### src/design/bte_pkg.sv
package bte_pkg;

  // Default store geometry
  localparam int MAX_ROWS_DEF = 128;
  localparam int MAX_COLS_DEF = 128;

  // Field widths
  localparam int CMD_W     = 2;
  localparam int ROW_W     = 7;
  localparam int COL_W     = 7;
  localparam int PIX_W     = 8;
  localparam int CNT_W     = 15;
  localparam int CFG_W     = 8;
  localparam int CFG_IDX_W = 1;

  // Request commands
  localparam logic [CMD_W-1:0] CMD_WRITE = 2'd0;
  localparam logic [CMD_W-1:0] CMD_RUN   = 2'd1;
  localparam logic [CMD_W-1:0] CMD_READ  = 2'd2;

  // Configuration register indexes
  localparam logic [CFG_IDX_W-1:0] CFG_IMAGE_ROWS = 1'b0;
  localparam logic [CFG_IDX_W-1:0] CFG_IMAGE_COLS = 1'b1;

  localparam logic [CFG_W-1:0] IMAGE_ROWS_RST = 8'd128;
  localparam logic [CFG_W-1:0] IMAGE_COLS_RST = 8'd128;

  // Pass counter saturation value
  localparam logic [CNT_W-1:0] PASS_MAX = '1;

  // Controller to datapath
  typedef struct packed {
    logic pix_write;   // store one pixel from the request
    logic pix_read;    // issue a store read for the request
    logic rd_load;     // load a read result into the output register
    logic run_clear;   // zero the pass counter
    logic pass_start;  // rewind the sweep counters, clear the change flag
    logic pass_step;   // issue one column of the sweep
    logic pass_end;    // count the finished pass
    logic run_load;    // load a run result into the output register
  } ctrl_cmd_t;

  // Datapath to controller
  typedef struct packed {
    logic small_img;   // fewer than three rows or columns in use
    logic last_issue;  // sweep is at the last column of the last interior row
    logic changed;     // the pass just finished cleared a pixel
    logic out_free;    // output register can take a result this cycle
  } status_t;

endpackage

### src/design/bte_ctrl.sv
module bte_ctrl (
  input  logic                        clk,
  input  logic                        rst_n,
  input  logic                        in_valid,
  input  logic [bte_pkg::CMD_W-1:0]   in_cmd,
  output logic                        in_stall,
  input  bte_pkg::status_t            status,
  output bte_pkg::ctrl_cmd_t          cmd
);

  localparam logic [2:0] S_IDLE  = 3'd0;
  localparam logic [2:0] S_READ  = 3'd1;
  localparam logic [2:0] S_SWEEP = 3'd2;
  localparam logic [2:0] S_DRAIN = 3'd3;
  localparam logic [2:0] S_PEND  = 3'd4;
  localparam logic [2:0] S_DONE  = 3'd5;

  logic [2:0] state_r;
  logic [2:0] state_nxt;

  always_comb begin
    state_nxt = state_r;
    cmd       = '0;
    in_stall  = (state_r != S_IDLE);
    case (state_r)
      S_IDLE: begin
        if (in_valid) begin
          case (in_cmd)
            bte_pkg::CMD_WRITE: begin
              cmd.pix_write = 1'b1;
            end
            bte_pkg::CMD_READ: begin
              cmd.pix_read = 1'b1;
              state_nxt    = S_READ;
            end
            bte_pkg::CMD_RUN: begin
              cmd.run_clear  = 1'b1;
              cmd.pass_start = 1'b1;
              state_nxt      = status.small_img ? S_PEND : S_SWEEP;
            end
            default: ;
          endcase
        end
      end
      S_READ: begin
        if (status.out_free) begin
          cmd.rd_load = 1'b1;
          state_nxt   = S_IDLE;
        end
      end
      S_SWEEP: begin
        cmd.pass_step = 1'b1;
        if (status.last_issue) state_nxt = S_DRAIN;
      end
      S_DRAIN: begin
        // last column is judged in this cycle
        state_nxt = S_PEND;
      end
      S_PEND: begin
        cmd.pass_end = 1'b1;
        if (status.changed) begin
          cmd.pass_start = 1'b1;
          state_nxt      = S_SWEEP;
        end else begin
          state_nxt = S_DONE;
        end
      end
      S_DONE: begin
        if (status.out_free) begin
          cmd.run_load = 1'b1;
          state_nxt    = S_IDLE;
        end
      end
      default: begin
        state_nxt = S_IDLE;
      end
    endcase
  end

  always_ff @(posedge clk) begin
    if (!rst_n) begin
      state_r <= S_IDLE;
    end else begin
      state_r <= state_nxt;
    end
  end

endmodule

### config.mk
export PLATFORM = sky130hd
export DESIGN_NAME = bte_ctrl
export DESIGN_NICKNAME = d
export VERILOG_FILES = /design/src/design/bte_pkg.sv /design/src/design/bte_ctrl.sv
export SDC_FILE = /design/constraint.sdc
export NUM_CORES = 1
export LEC_CHECK = 0
export ABC_AREA = 0
export BUFFER_PORTS_ARGS = -buffer_cell sky130_fd_sc_hd__buf_2
export CORE_AREA = 2 2 39 41
export CTS_BUF_LIST = sky130_fd_sc_hd__clkbuf_4 sky130_fd_sc_hd__clkbuf_8
export CTS_CLUSTER_DIAMETER = 120
export DETAILED_ROUTE_END_ITERATION = 6
export DIE_AREA = 0 0 41 43
export PLACE_DENSITY = 0.52
export SLEW_MARGIN = 20
export SYNTH_ARGS = -nofsm -noshare
export SYNTH_HDL_FRONTEND = slang
export SYNTH_SLANG_ARGS = --single-unit
### constraint.sdc
create_clock -name clk -period 1.3 [get_ports clk]
set_input_delay 0.065 -clock clk [delete_from_list [all_inputs] [get_ports clk]]
set_output_delay 0.065 -clock clk [all_outputs]
set_load 0.03 [all_outputs]
After elaboration in Yosys (flattened, before gate mapping) --
Index checks and enable logic that the tools add are counted. W data, S select, Z words.
Storage, ports and cells: flip-flop bits (word level) 3, input bits 9, logic and storage cells 38
Operators by class: equal/unequal tests 11, multiplexer cells 21, reduce and logical (&&, ||, !) cells 5
Operator list (number):
- $mux W3 | 5
- $pmux W3 S5 | 1
- $mux W1 | 9
- $mux W2 | 4
- $eq A3 B2 Y1 const B | 2
- $eq A3 B3 Y1 const B | 2
- $pmux W3 S2 | 1
- $ne A2 B2 Y1 const B | 2
- $reduce_and A4 Y1 | 1
- $eq A3 B1 Y1 const B | 1
- $logic_not A3 Y1 | 1
- $ne A3 B1 Y1 const B | 1
- $reduce_bool A3 Y1 | 1
- $eq A2 B1 Y1 const B | 1
- $eq A2 B2 Y1 const B | 1
- $logic_not A2 Y1 | 1
- $ne A2 B1 Y1 const B | 1
- $pmux W1 S2 | 1
- $reduce_or A2 Y1 | 1

Depth between registers and ports, before layout --
word-level depth 4, gate-level depth with buffers 5, depth with buffers taken out 4

Worst setup path after synthesis --
OpenSTA, ideal clock, no wires.
path kind reg-to-output, start register state_r[2], end output port cmd[6] (netlist name), data arrival time 1.450 ns, required time 1.235 ns, path slack -0.215 ns, stages on the path, launching flop included 4, path buffers 0, cell sequence dfxtp_1 -> nor3_1 -> nand2_1 -> nor3b_1
RTL lines:
- start, declared | line bte_ctrl.sv:18 | logic [2:0] state_r;
- start signal, assigned | line bte_ctrl.sv:84 | state_r <= state_nxt;
- end, declared | line bte_ctrl.sv:8 | output bte_pkg::ctrl_cmd_t cmd

==> results.md <==
* Setup CP Type: reg2out
* Max Clock Freq at 774.1 MHz
* Switching Fraction at 0.3682
* Initial antenna violation count at 0
* DRT Pass-1 Iters at 6
* Iter 0 DRT Violations at 4
* Post-synthesis cell type count at 22
* Starting Density at 0.2251
* Yosys warning total at 0
* Finished Core Util at 0.4060
* Relative max-transition margin at 0.8423
* Syn Inst Count at 47
* Worst slew pin tran at 0.2328 ns
* Status: complete, no violations
* Die area at 1763 um^2
* Area Overhead vs Synth at 80.32%
* Clk buf depth at 2
* Placed Instances at 82
* Clock Latency Late Sink at 0.25 ns
* Drt total wl at 973 um
* Net Sw Power at 201.8 uW
* GR met3 Demand/Resource at 0.04712
* Diodes inserted at 0
* CTS Sinks at 3
* Tcrit/Tclk final at 0.9937
* Max-slew violations at 0
* Met1 Use GR at 0.1470
* CP Capture Type: primary output
* Internal power at 346.2 uW
* H-tree levels at 1
* Combinational power share at 0.437
* Clock Pin Slew Worst Setup and Hold Paths at 0.04 ns
* Share of cells above drive strength 1 at 0.5556
* HP Class: in2reg
* Antenna-violating nets left at 0
* Synthesis-stage register bit count at 3
* LEAKAGE at 0.0002690 uW
* IO Pins at 18
* Post-synthesis sequential area ratio at 0.1928
* GPL Wtd Cong at 0.7425
* Total grt overflow at 0
* Largest Register: state_r
* CTS Buf Count at 3
* CP arrival at 1.23 ns
* Crit Path Max Fanout at 3
* IO Port Bufs at 17
* Largest regs: state_r: 3 flops
* Worst setup SP type: register
* Setup crit start: state_r[0]
* Pwr Density at 975.5 nW/um^2
* Post-Synthesis Cell Area at 311.5 um^2
* Peak VDD IR at 0.3956 mV
* Die H at 43 um
* Via count at 435
* Seq pwr share at 0.201
* Syn_area_per_cell at 6.629 um^2
* Worst Path Required at 1.24 ns
* Finish-stage setup viols at 0
* First-pass GRT wire length at 1497 um
* Tmin final at 1.292 ns
* Max_cap viols at 0
* Largest net degree at the start of global routing at 13
* Clock power share at 0.362
* Placeable Area at 1384 um^2
* Final #Nets at 82
* TritonCTS clock tree: yes
* Fin cells at 88
* GR Util All Layers at 0.1313
* Hold-fix buffer count after cts at 0
* Fin. Hold Viols at 0
* Busiest layer in global routing: met2
* Syn_nets at 56
* Routed len/inst at 11.06 um
* Drt drc at 0
* Hold path startpoint: rst_n
* Via/cell ratio at 4.943
* HPWL after DPL at 684.8 um
* Die Width at 41 um
* Unrepaired setup endpoints after global routing: yes
* Core Rows at 14
* Reg-to-reg startpoint: state_r[2]
* Skew final at 0.01339 ns
* Number of global-route vias before repair at 351
* CTS root buffer: clkbuf_4
* Max reg flops at 3
* M2 GR Usage at 0.1906
-- metal layers --
metal  wire [um]  part of all wire  vias to the layer above
met5           0                 0                        -
met4           0                 0                        0
met3          60             0.062                        0
met2         492              0.51                       16
met1         420              0.43                      202
li1            -                 -                      217
-- cells in the mapped netlist --
| library cell | n | area, um^2 |
|---|---|---|
| a211o_1 | 1 | 8.760 |
| a211oi_1 | 1 | 7.510 |
| a21oi_1 | 2 | 10.01 |
| and2_1 | 1 | 6.260 |
| buf_2 | 3 | 15.01 |
| dfxtp_1 | 3 | 60.06 |
| inv_1 | 1 | 3.750 |
| nand2_1 | 3 | 11.26 |
| nand2b_1 | 4 | 25.02 |
| nand3_1 | 1 | 5.000 |
| nand3b_1 | 1 | 7.510 |
| nor2_1 | 6 | 22.52 |
| nor2b_1 | 1 | 6.260 |
| nor3_1 | 5 | 25.02 |
| nor3b_1 | 4 | 30.03 |
| o211a_1 | 1 | 10.01 |
| o211ai_1 | 1 | 7.510 |
| o21ai_0 | 2 | 10.01 |
| o21ai_1 | 3 | 15.01 |
| o311ai_1 | 1 | 8.760 |
| o31ai_1 | 1 | 7.510 |
| xor2_1 | 1 | 8.760 |
-- repair_timing --
action | CTS | global route
endpoints found under the setup margin | 4 | 8
resized for setup | 7 | 17
pin swaps | 3 | 0
endpoints found under the hold margin | 0 | 0
cloned | 0 | 0
setup buffers | 2 | 0
-- stage by stage --
stage / worst slack [ns] / setup TNS (ns) / hold slack, ns / cell area (um^2) / total power (uW)
after floorplan: 0.02013 / 0 / 0.1978 / 326.6 / 235.1
after global placement: 0.05897 / 0 / 0.3619 / 454.2 / 302.3
after detailed placement: 0.03934 / 0 / 0.3629 / 454.2 / 302.2
after CTS: -0.03293 / -0.03293 / 0.1095 / 519.2 / 522.4
after global routing: -0.06901 / -0.1480 / 0.1210 / 561.8 / 579.8
final: 0.008209 / 0 / 0.1227 / 561.8 / 548.0
-- power groups by stage --
stage / Sequential [uW] / Combinational (uW) / Clock [uW]
finish: 110 / 240 / 198
global route: 111 / 258 / 210
CTS: 106 / 219 / 197
detailed placement: 108 / 194 / 0
global placement: 108 / 194 / 0
floorplan: 105 / 130 / 0
-- logic make-up after synthesis --
group / Yosys count / synth area share
and+or+nand+nor: 26 / 0.4458
xor gates and xnor gates: 1 / 0.02812
buffers and inverters: 4 / 0.06022
DFF: 3 / 0.1928
AOI/OAI and AO/OA: 13 / 0.2731
-- area by class of cell --
| type | count | area [um^2] |
|---|---|---|
| Multi-Input combinational cell | 40 | 281.5 |
| Fill cell | 150 | 822.0 |
| Inverter | 1 | 3.754 |
| Clock buffer | 4 | 30.03 |
| Tap cell | 16 | 20.02 |
| Sequential cell | 3 | 63.81 |
| Timing Repair Buffer | 24 | 162.7 |
-- final timing paths --
| kind | cells past startpoint | slack (ns) | to |
|---|---|---|---|
| worst max-delay path | 4 | 0.008 | cmd[6] |
| worst min-delay path | 2 | 0.12 | state_r[0] |
| worst max register to register | 4 | 0.06 | state_r[0] |
| worst min register to register | 4 | 0.70 | state_r[1] |
-- critical path: stages (launching register included) --
cell and delay (ns):
dfxtp_2 0.32, nor3_4 0.21, nand2_2 0.10, nor3b_2 0.18
buf_4 0.18
-- placed cells by master, fill, tap and decap left out --
cell type,count
a211o_1,1
a211oi_1,1
a21oi_1,2
and2_4,1
buf_2,10
buf_4,12
buf_6,2
clkbuf_4,4
dfxtp_2,3
inv_1,1
nand2_1,2
nand2_2,1
nand2b_1,4
nand3_1,1
nand3b_1,1
nor2_1,5
nor2_4,1
nor2b_1,1
nor3_1,1
nor3_2,3
nor3_4,1
nor3b_1,2
nor3b_2,2
o211a_1,1
o211ai_1,1
o21ai_0,2
o21ai_1,3
o311ai_1,1
o31ai_1,1
xor2_1,1
Note: power is estimated with default switching activity, not from simulation.
